<file path="config.mk">
export PLATFORM = sky130hd
export DESIGN_NAME = job_shop_schedule_decoder
export DESIGN_NICKNAME = d
export VERILOG_FILES = /design/src/design/jsdec_pkg.sv /design/src/design/jsdec_ram.sv /design/src/design/job_shop_schedule_decoder.sv
export SDC_FILE = /design/constraint.sdc
export NUM_CORES = 2
export LEC_CHECK = 0
export BUFFER_PORTS_ARGS = -buffer_cell sky130_fd_sc_hd__buf_2
export CELL_PAD_IN_SITES_DETAIL_PLACEMENT = 0
export CELL_PAD_IN_SITES_GLOBAL_PLACEMENT = 1
export CORE_ASPECT_RATIO = 0.8
export CORE_MARGIN = 2
export CORE_UTILIZATION = 30
export CTS_CLUSTER_SIZE = 16
export DETAILED_ROUTE_END_ITERATION = 8
export PLACE_DENSITY = 0.53
export SLEW_MARGIN = 20
export SYNTH_ARGS = -nofsm -noshare
export SYNTH_HDL_FRONTEND = slang
export SYNTH_HIERARCHICAL = 1
export SYNTH_SLANG_ARGS = --single-unit
</file>
<file path="constraint.sdc">
create_clock -name clk -period 9.88 [get_ports clk]
set_input_delay 0 -clock clk [delete_from_list [all_inputs] [get_ports clk]]
set_output_delay 0 -clock clk [all_outputs]
set_load 0.05 [all_outputs]
</file>
<file path="src/design/jsdec_pkg.sv">
// package: payload types, table entry layout, sequencer states and sizes for the schedule decoder
`timescale 1ns / 1ps

package jsdec_pkg;

  localparam int MACHINES_DEF = 16;
  localparam int JOBS_DEF     = 32;

  localparam int JOB_ID_W  = 5;
  localparam int MACH_ID_W = 4;
  localparam int DUR_W     = 16;
  localparam int TIME_W    = 32;

  // generation tag kept with every table entry; a first_item beat moves to the next one
  localparam int EPOCH_W = 8;
  localparam logic [EPOCH_W-1:0] EPOCH_MAX = '1;

  typedef struct packed {
    logic [JOB_ID_W-1:0]  job_id;
    logic [MACH_ID_W-1:0] machine_id;
    logic [DUR_W-1:0]     duration;
    logic                 first_item;
    logic                 last_item;
  } in_t;

  typedef struct packed {
    logic [TIME_W-1:0] op_start;
    logic [TIME_W-1:0] op_end;
    logic [TIME_W-1:0] makespan;
    logic              schedule_done;
  } out_t;

  typedef struct packed {
    logic [EPOCH_W-1:0] tag;
    logic [TIME_W-1:0]  free_time;
  } entry_t;

  localparam int ENTRY_W = $bits(entry_t);

  typedef enum logic {
    ST_SWEEP,
    ST_RUN
  } seq_state_t;

endpackage

</file>
<file path="src/design/jsdec_ram.sv">
// generic single-write, single-read ram with registered read data
`timescale 1ns / 1ps

module jsdec_ram #(
  parameter int WIDTH = 8,
  parameter int DEPTH = 16
) (
  input  logic                                   clk,
  input  logic                                   we,
  input  logic [(DEPTH > 1 ? $clog2(DEPTH) : 1)-1:0] waddr,
  input  logic [WIDTH-1:0]                       wdata,
  input  logic                                   re,
  input  logic [(DEPTH > 1 ? $clog2(DEPTH) : 1)-1:0] raddr,
  output logic [WIDTH-1:0]                       rdata
);

  logic [WIDTH-1:0] mem_r [DEPTH];
  logic [WIDTH-1:0] rdata_r;

  always_ff @(posedge clk) begin
    if (we) begin
      mem_r[waddr] <= wdata;
    end
    if (re) begin
      rdata_r <= mem_r[raddr];
    end
  end

  assign rdata = rdata_r;

endmodule

</file>
<file path="src/design/job_shop_schedule_decoder.sv">
// top level: job-shop schedule decoder with machine and job free-time tables in ram
//
//   port group  dir  handshake           payload
//   in_*        in   in_valid/in_stall   jsdec_pkg::in_t  (job, machine, duration, flags)
//   out_*       out  out_valid/out_stall jsdec_pkg::out_t (start, end, makespan, done)
//
// one operation per cycle sustained while no stall or clearing pass holds the flow; a result
//   passes through the read stage and the output register before it is on out_*
// the ram read is issued as the beat is taken, max/add/write-back as it leaves the read stage;
//   the previous write is forwarded since the ram returns old data on a same-edge write
// after reset a clearing pass over max(MACHINES, JOBS) entries holds in_stall high
// first_item bumps an 8-bit generation tag instead of clearing; when such a beat wraps the tag
//   past its all-ones value, the same clearing pass runs before that beat is processed
// out_stall holds the output register; one more beat is taken into the read stage meanwhile
`timescale 1ns / 1ps

module job_shop_schedule_decoder #(
  parameter int MACHINES = jsdec_pkg::MACHINES_DEF,
  parameter int JOBS     = jsdec_pkg::JOBS_DEF
) (
  input  logic             clk,
  input  logic             rst_n,
  input  logic             in_valid,
  output logic             in_stall,
  input  jsdec_pkg::in_t   in_data,
  output logic             out_valid,
  input  logic             out_stall,
  output jsdec_pkg::out_t  out_data
);

  localparam int MACH_AW  = MACHINES > 1 ? $clog2(MACHINES) : 1;
  localparam int JOB_AW   = JOBS > 1 ? $clog2(JOBS) : 1;
  localparam int MACH_XW  = MACH_AW + jsdec_pkg::MACH_ID_W;
  localparam int JOB_XW   = JOB_AW + jsdec_pkg::JOB_ID_W;
  localparam int SWEEP_D  = MACHINES > JOBS ? MACHINES : JOBS;
  localparam int SWEEP_W  = SWEEP_D > 1 ? $clog2(SWEEP_D) : 1;
  localparam logic [SWEEP_W-1:0] SWEEP_LAST = SWEEP_W'(SWEEP_D - 1);
  localparam int TW = jsdec_pkg::TIME_W;
  localparam int EW = jsdec_pkg::EPOCH_W;

  // sequencer
  jsdec_pkg::seq_state_t state_r, state_nxt;
  logic [SWEEP_W-1:0]    sweep_cnt_r;
  logic                  sweeping;
  logic                  running;
  logic                  swept_r;

  // read stage
  logic                  s1_valid_r;
  jsdec_pkg::in_t        s1_item_r;
  logic [JOB_AW-1:0]     s1_job_addr_r;
  logic [MACH_AW-1:0]    s1_mach_addr_r;
  logic                  s1_job_ok_r;
  logic                  s1_mach_ok_r;

  // last write, for forwarding
  logic                  lw_job_we_r;
  logic                  lw_mach_we_r;
  logic [JOB_AW-1:0]     lw_job_addr_r;
  logic [MACH_AW-1:0]    lw_mach_addr_r;
  logic [TW-1:0]         lw_end_r;

  logic [EW-1:0]         epoch_r;
  logic [TW-1:0]         makespan_r;

  logic                  out_valid_r;
  jsdec_pkg::out_t       out_data_r;

  // ram ports
  logic                  job_we, mach_we;
  logic [JOB_AW-1:0]     job_waddr;
  logic [MACH_AW-1:0]    mach_waddr;
  jsdec_pkg::entry_t     job_wdata, mach_wdata, job_rdata, mach_rdata;

  // beat decode
  logic                  accept;
  logic [JOB_XW-1:0]     in_job_x;
  logic [MACH_XW-1:0]    in_mach_x;
  logic [JOB_AW-1:0]     in_job_addr;
  logic [MACH_AW-1:0]    in_mach_addr;

  // schedule math
  logic                  need_sweep;
  logic                  s1_go;
  logic [TW-1:0]         jfree, mfree, s1_start, s1_end, ms_base, ms_new;
  logic [TW:0]           s1_sum;
  logic [EW-1:0]         epoch_use;

  assign in_job_x     = JOB_XW'(in_data.job_id);
  assign in_mach_x    = MACH_XW'(in_data.machine_id);
  assign in_job_addr  = in_job_x[JOB_AW-1:0];
  assign in_mach_addr = in_mach_x[MACH_AW-1:0];

  assign accept = in_valid && !in_stall;

  // wrapping generation tag needs the tables cleared before this beat can use them
  assign need_sweep = s1_valid_r && s1_item_r.first_item && (epoch_r == jsdec_pkg::EPOCH_MAX)
                      && !swept_r;
  assign s1_go      = s1_valid_r && running && !need_sweep && (!out_valid_r || !out_stall);
  assign in_stall   = !running || (s1_valid_r && !s1_go);

  // next state
  always_comb begin
    state_nxt = state_r;
    unique case (state_r)
      jsdec_pkg::ST_SWEEP: begin
        if (sweep_cnt_r == SWEEP_LAST) begin
          state_nxt = jsdec_pkg::ST_RUN;
        end
      end
      jsdec_pkg::ST_RUN: begin
        if (need_sweep) begin
          state_nxt = jsdec_pkg::ST_SWEEP;
        end
      end
      default: state_nxt = jsdec_pkg::ST_SWEEP;
    endcase
  end

  // sequencer outputs
  always_comb begin
    sweeping = 1'b0;
    running  = 1'b0;
    unique case (state_r)
      jsdec_pkg::ST_SWEEP: sweeping = 1'b1;
      jsdec_pkg::ST_RUN:   running  = 1'b1;
      default:             sweeping = 1'b0;
    endcase
  end

  // free times: stale generation or first beat reads zero, last write wins, out of range is zero
  always_comb begin
    jfree = '0;
    mfree = '0;
    if (!s1_item_r.first_item) begin
      if (job_rdata.tag == epoch_r) begin
        jfree = job_rdata.free_time;
      end
      if (mach_rdata.tag == epoch_r) begin
        mfree = mach_rdata.free_time;
      end
      if (lw_job_we_r && (lw_job_addr_r == s1_job_addr_r)) begin
        jfree = lw_end_r;
      end
      if (lw_mach_we_r && (lw_mach_addr_r == s1_mach_addr_r)) begin
        mfree = lw_end_r;
      end
    end
    if (!s1_job_ok_r) begin
      jfree = '0;
    end
    if (!s1_mach_ok_r) begin
      mfree = '0;
    end
  end

  assign s1_start  = (mfree > jfree) ? mfree : jfree;
  assign s1_sum    = {1'b0, s1_start} + (TW + 1)'(s1_item_r.duration);
  assign s1_end    = s1_sum[TW] ? '1 : s1_sum[TW-1:0];
  assign ms_base   = s1_item_r.first_item ? '0 : makespan_r;
  assign ms_new    = (s1_end > ms_base) ? s1_end : ms_base;
  assign epoch_use = s1_item_r.first_item ? epoch_r + EW'(1) : epoch_r;

  // write port: clearing pass or write-back of the operation in the read stage
  always_comb begin
    if (sweeping) begin
      job_we     = (32'(sweep_cnt_r) < 32'(JOBS));
      mach_we    = (32'(sweep_cnt_r) < 32'(MACHINES));
      job_waddr  = sweep_cnt_r[JOB_AW-1:0];
      mach_waddr = sweep_cnt_r[MACH_AW-1:0];
      job_wdata  = '0;
      mach_wdata = '0;
    end else begin
      job_we     = s1_go && s1_job_ok_r;
      mach_we    = s1_go && s1_mach_ok_r;
      job_waddr  = s1_job_addr_r;
      mach_waddr = s1_mach_addr_r;
      job_wdata  = '{tag: epoch_use, free_time: s1_end};
      mach_wdata = '{tag: epoch_use, free_time: s1_end};
    end
  end

  jsdec_ram #(
    .WIDTH (jsdec_pkg::ENTRY_W),
    .DEPTH (JOBS)
  ) u_job_ram (
    .clk   (clk),
    .we    (job_we),
    .waddr (job_waddr),
    .wdata (job_wdata),
    .re    (accept),
    .raddr (in_job_addr),
    .rdata (job_rdata)
  );

  jsdec_ram #(
    .WIDTH (jsdec_pkg::ENTRY_W),
    .DEPTH (MACHINES)
  ) u_mach_ram (
    .clk   (clk),
    .we    (mach_we),
    .waddr (mach_waddr),
    .wdata (mach_wdata),
    .re    (accept),
    .raddr (in_mach_addr),
    .rdata (mach_rdata)
  );

  // control registers
  always_ff @(posedge clk) begin
    if (!rst_n) begin
      state_r      <= jsdec_pkg::ST_SWEEP;
      sweep_cnt_r  <= '0;
      swept_r      <= 1'b0;
      s1_valid_r   <= 1'b0;
      out_valid_r  <= 1'b0;
      lw_job_we_r  <= 1'b0;
      lw_mach_we_r <= 1'b0;
      epoch_r      <= '0;
      makespan_r   <= '0;
    end else begin
      state_r <= state_nxt;
      if (sweeping) begin
        sweep_cnt_r <= (sweep_cnt_r == SWEEP_LAST) ? '0 : sweep_cnt_r + SWEEP_W'(1);
      end
      if (sweeping && (sweep_cnt_r == SWEEP_LAST)) begin
        swept_r <= 1'b1;
      end else if (s1_go) begin
        swept_r <= 1'b0;
      end
      s1_valid_r  <= accept || (s1_valid_r && !s1_go);
      out_valid_r <= s1_go || (out_valid_r && out_stall);
      if (s1_go) begin
        lw_job_we_r  <= s1_job_ok_r;
        lw_mach_we_r <= s1_mach_ok_r;
        epoch_r      <= epoch_use;
        makespan_r   <= ms_new;
      end
    end
  end

  // payload registers
  always_ff @(posedge clk) begin
    if (accept) begin
      s1_item_r      <= in_data;
      s1_job_addr_r  <= in_job_addr;
      s1_mach_addr_r <= in_mach_addr;
      s1_job_ok_r    <= (32'(in_data.job_id) < 32'(JOBS));
      s1_mach_ok_r   <= (32'(in_data.machine_id) < 32'(MACHINES));
    end
    if (s1_go) begin
      lw_job_addr_r            <= s1_job_addr_r;
      lw_mach_addr_r           <= s1_mach_addr_r;
      lw_end_r                 <= s1_end;
      out_data_r.op_start      <= s1_start;
      out_data_r.op_end        <= s1_end;
      out_data_r.makespan      <= ms_new;
      out_data_r.schedule_done <= s1_item_r.last_item;
    end
  end

  assign out_valid = out_valid_r;
  assign out_data  = out_data_r;

  // end never falls below start, saturation included
  a_end_ge_start: assert property (@(posedge clk) disable iff (!rst_n)
    s1_go |-> (s1_end >= s1_start))
    else $error("end time below start time");

  // makespan only grows within one chromosome
  a_makespan_mono: assert property (@(posedge clk) disable iff (!rst_n)
    (s1_go && !s1_item_r.first_item) |=> (makespan_r >= $past(makespan_r)))
    else $error("makespan decreased without a clear");

  // clearing pass and operation write-back never share the write port
  a_sweep_excl: assert property (@(posedge clk) disable iff (!rst_n)
    sweeping |-> !s1_go)
    else $error("write-back during clearing pass");

  // clearing pass ends only after the last entry
  a_sweep_len: assert property (@(posedge clk) disable iff (!rst_n)
    (sweeping && (state_nxt == jsdec_pkg::ST_RUN)) |-> (sweep_cnt_r == SWEEP_LAST))
    else $error("clearing pass ended early");

  // a taken beat lands in the read stage
  a_accept_s1: assert property (@(posedge clk) disable iff (!rst_n)
    accept |=> s1_valid_r)
    else $error("accepted beat lost");

endmodule
</file>
==> load_flow_metrics.sql <==
INSERT INTO impl_metrics (metric_group, metric, value, unit) VALUES
('run_status', 'result_of_the_run', 'finished, final reports clean', ''),
('sta', 'timing.final.max_slew_violations', '0', ''),
('cts', 'cts_buffers', '221', ''),
('global_route', 'grt_usage', '17.5', '%'),
('route', 'drc', '0', ''),
('yosys', 'syn-mean-instance-area', '17.2', 'um^2'),
('route', 'route.detailed.vias_per_inst', '5.12', ''),
('sta', 'hold-worst-slack', '0.0880', 'ns'),
('yosys', 'count_of_flip_flops_with_a_built_in_enable_after_synthesis', '2133', ''),
('global_route', 'antenna_violations_before_repair', '14', ''),
('cts', 'clk_tree_root_cell', 'sky130_fd_sc_hd__clkbuf_16', ''),
('sta', 'setup_viol', '0', ''),
('hold_path', 'holdCritPathClass', 'in -> reg', ''),
('finish', 'syn_to_final_growth', '15.7', '%'),
('yosys', 'post-synth-top-area-cell', 'sky130_fd_sc_hd__edfxtp_1', ''),
('global_route', 'grt_start_max_net_pins', '126', ''),
('route', 'total_via_count_after_detailed_routing', '48380', ''),
('cts', 'cts_buffer_depth', '4', ''),
('finish', 'final.fill_count', '27599', ''),
('cts', 'clock_sink_count', '2183', ''),
('yosys', 'synth_cells', '5111', ''),
('yosys', 'synth_commonest_cells', 'sky130_fd_sc_hd__edfxtp_1, sky130_fd_sc_hd__mux2i_1, sky130_fd_sc_hd__nand2_1', ''),
('floorplan', 'die_w', '610', 'um'),
('setup_path', 'worst_ep_arrival_time', '10.18', 'ns'),
('placed_design', 'io_buffer_count', '129', ''),
('floorplan', 'core_area', '291000', 'um^2'),
('yosys', 'primary_flip_flop_cell_chosen_by_synthesis_mapping', 'sky130_fd_sc_hd__edfxtp_1', ''),
('route', 'initialDrtViolationCount', '4663', ''),
('cts', 'cts_tree', 'yes', ''),
('yosys', 'synth.most_common_cell', 'sky130_fd_sc_hd__edfxtp_1', ''),
('setup_path', 'worstSetupEndpointType', 'flop', ''),
('yosys', 'total_number_of_yosys_warnings', '6', ''),
('sta', 'max_freq', '106', 'MHz'),
('run', 'drv.max_cap_violation_count', '0', ''),
('yosys', 'yosys.area.top_type_share', '72.7', '%'),
('placed_design', 'detailed_place_hpwl', '150000', 'um'),
('sta', 'fin_worst_skew', '0.0707', 'ns'),
('floorplan', 'io_pins', '130', ''),
('setup_path', 'path_max_fanout', '22', ''),
('finish', 'final_layout_size_suffix_gt1_share', '16.0', '%'),
('yosys', 'flop_and_latch_count_out_of_synthesis', '2183', ''),
('power_and_ir_drop', 'power_leakage', '37.2', 'nW'),
('placed_design', 'gpl.final_weighted_congestion', '0.839', ''),
('cts', 'worstSkewPairLatency', '0.89', 'ns'),
('floorplan', 'die_outline_area', '298000', 'um^2'),
('yosys', 'synthTopCellsByArea', 'sky130_fd_sc_hd__edfxtp_1, sky130_fd_sc_hd__mux2i_1, sky130_fd_sc_hd__mux4_2, sky130_fd_sc_hd__a22oi_1, sky130_fd_sc_hd__mux4_1', ''),
('finish', 'finalNetCount', '5557', ''),
('setup_path', 'worst_path_max_delay_cell', 'sky130_fd_sc_hd__or4b_1', ''),
('power_and_ir_drop', 'power_density', '186', 'nW/um^2'),
('setup_path', 'timing.critical_path.slowest_cell_delay', '0.57', 'ns'),
('sta', 'slew_headroom', '20.8', '%'),
('sta', 'hold_viol_final', '0', ''),
('route', 'route.antenna.remaining_nets', '0', ''),
('floorplan', 'die_y', '489', 'um'),
('route', 'drt_pre_antenna_iters', '5', ''),
('cts', 'htree_num_levels', '4', ''),
('yosys', 'postSynth.asyncResetShare', '0', '%'),
('power_and_ir_drop', 'peakVddDrop', '139', 'uV'),
('setup_path', 'worstSetupPathType', 'reg -> reg', ''),
('finish', 'post-route-util', '35.0', '%'),
('yosys', 'synth_cell_types', '80', ''),
('setup_path', 'worst_ep_required_time', '10.60', 'ns'),
('route', 'routedWlPerCell', '28.2', 'um'),
('yosys', 'seq_area_frac_synth', '73.8', '%'),
('setup_path', 'timing.critical_path.mode_cell', 'sky130_fd_sc_hd__a21o_1', ''),
('route', 'totalWireLength', '266000', 'um'),
('global_route', 'first_global_vias', '47647', ''),
('setup_path', 'timing.critical_path.from_type', 'flop', ''),
('sta', 'fin_crit_sh', '95.8', '%'),
('sta', 'worst_pin_slew', '1.19', 'ns'),
('floorplan', 'placementRows', '177', ''),
('sta', 'timing.final.crit_period', '9.47', 'ns'),
('global_route', 'first_pass_grt_wire_length', '372000', 'um'),
('global_route', 'grt.overflow.total', '0', ''),
('floorplan', 'initial_core_util', '30.2', '%'),
('yosys', 'synthesis.area', '88100', 'um^2'),
('yosys', 'synthesis.nets', '5225', ''),
('cts', 'cts.reportedPaths.clkPinSlew', '0.07', 'ns');
## cells in the final DEF, fill, tap and decap left out, types with 57 or more instances in the layout
cell                        netlist  routed
sky130_fd_sc_hd__mux4_2         100     100
sky130_fd_sc_hd__edfxtp_1      2133    2133
sky130_fd_sc_hd__nand3_1        164     164
sky130_fd_sc_hd__clkbuf_16        0     227
sky130_fd_sc_hd__buf_4           23     191
sky130_fd_sc_hd__mux4_1          60      60
sky130_fd_sc_hd__inv_1           80      79
sky130_fd_sc_hd__a21oi_1        232     210
sky130_fd_sc_hd__nand2_1        311     310
sky130_fd_sc_hd__mux2i_1        659     658
sky130_fd_sc_hd__clkinv_1         2      57
sky130_fd_sc_hd__buf_2           61     126
sky130_fd_sc_hd__nor2_1         171     102
sky130_fd_sc_hd__nor3_1          70      64
sky130_fd_sc_hd__a22o_1          81      81
sky130_fd_sc_hd__ha_1            82      82
sky130_fd_sc_hd__nor2_4           0      66
sky130_fd_sc_hd__a22oi_1        234     234
## worst max-delay path: cells and delay by family (launching register included)
family / cells / cell delay [ns]
flip-flops: 1 / 0.42
XOR/XNOR: 1 / 0.14
AO/OA/AOI/OAI: 19 / 4.10
multiplexers: 2 / 0.47
adder cells (fa/ha/maj): 3 / 0.96
AND/OR/NAND/NOR: 9 / 1.87
buffers and inverters: 8 / 1.32
## per-layer routing
metal  vias up  track usage [%]  share of wire (%)
li1      20981                -                  -
met3       284             2.78                5.9
met5         -                0             0.0049
met1     25659             26.3                 48
met4         2             3.18                1.7
met2      1454             26.7                 44
## state kept, by name, summed over array words and instances, names as in the netlist, 5 cells and up
name,count
u_job_ram/mem_r,1280
lw_job_addr_r,5
epoch_r,8
out_data,97
u_mach_ram/rdata,40
makespan_r,32
u_mach_ram/mem_r,640
sweep_cnt_r,5
s1_job_addr_r,5
u_job_ram/rdata,40
s1_item_r,18
## cells by family (layout without fill, tap and decap cells)
family                     after synthesis  count (layout)  synth area share (%)
DFF                                   2183            2183                  73.8
muxes                                  841             841                  12.1
and+or+nand+nor                        831             831                  4.27
AOI/OAI and AO/OA                      741             741                  5.74
buffers and inverters                  369             858                  2.25
adders and majority gates               83              83                  1.19
xor gates and xnor gates                63              63                 0.626
other                                    0               4                     0
## metrics by stage
| step | power, mW | setup TNS [ns] | instance area [um^2] | instances | setup slack (ns) |
|---|---|---|---|---|---|
| finish | 18.9 | 0 | 102000 | 9452 | 0.411 |
| detailed placement | 11.1 | -0.0168 | 94500 | 9008 | -0.00894 |
| CTS | 19.1 | 0 | 102000 | 9436 | 0.00644 |
| global placement | 11.1 | 0 | 94500 | 9008 | 0.0605 |
| floorplan | 10.8 | 0 | 88200 | 5111 | 0.00789 |
| global route | 19.5 | -0.755 | 102000 | 9449 | -0.0628 |
## layout make-up
class | instances | area (um^2) | share of cell area, %
sequential | 2183 | 65100 | 63.8
multi-input combinational | 2559 | 22000 | 21.5
timing repair buffer | 394 | 3130 | 3.06
tap | 3848 | 4810 | 4.72
clock buffer | 276 | 5920 | 5.81
clock inverter | 104 | 776 | 0.760
antenna | 4 | 10.0 | 0.00981
inverter | 84 | 323 | 0.316
## power by group
part | internal [mW] | switching [mW] | total (mW)
clock | 4.49 | 3.50 | 7.99
combinational | 0.255 | 0.516 | 0.771
sequential | 10.1 | 0.0223 | 10.2
## worst paths after layout
path	slack [ns]	end	startpoint	depth (start not counted)
worst min register to register	0.42	out_data[0]$_DFFE_PP_	s1_item_r[0]$_DFFE_PP_	0
worst max register to register	0.41	makespan_r[28]$_SDFFE_PN0P_	epoch_r[4]$_SDFFE_PN0P_	42
worst max-delay path	0.41	makespan_r[28]$_SDFFE_PN0P_	epoch_r[4]$_SDFFE_PN0P_	42
worst min-delay path	0.09	s1_mach_addr_r[2]$_DFFE_PP_	in_data[20]	2
## what timing repair did
action	4_1_cts	5_1_grt
resized for setup	2	26
setup buffers	0	5
pin swaps	0	6
hold buffers	48	0
endpoints found under the setup margin	63	63
hold endpoints to repair	118	0
(Power assumes the default switching activity.)
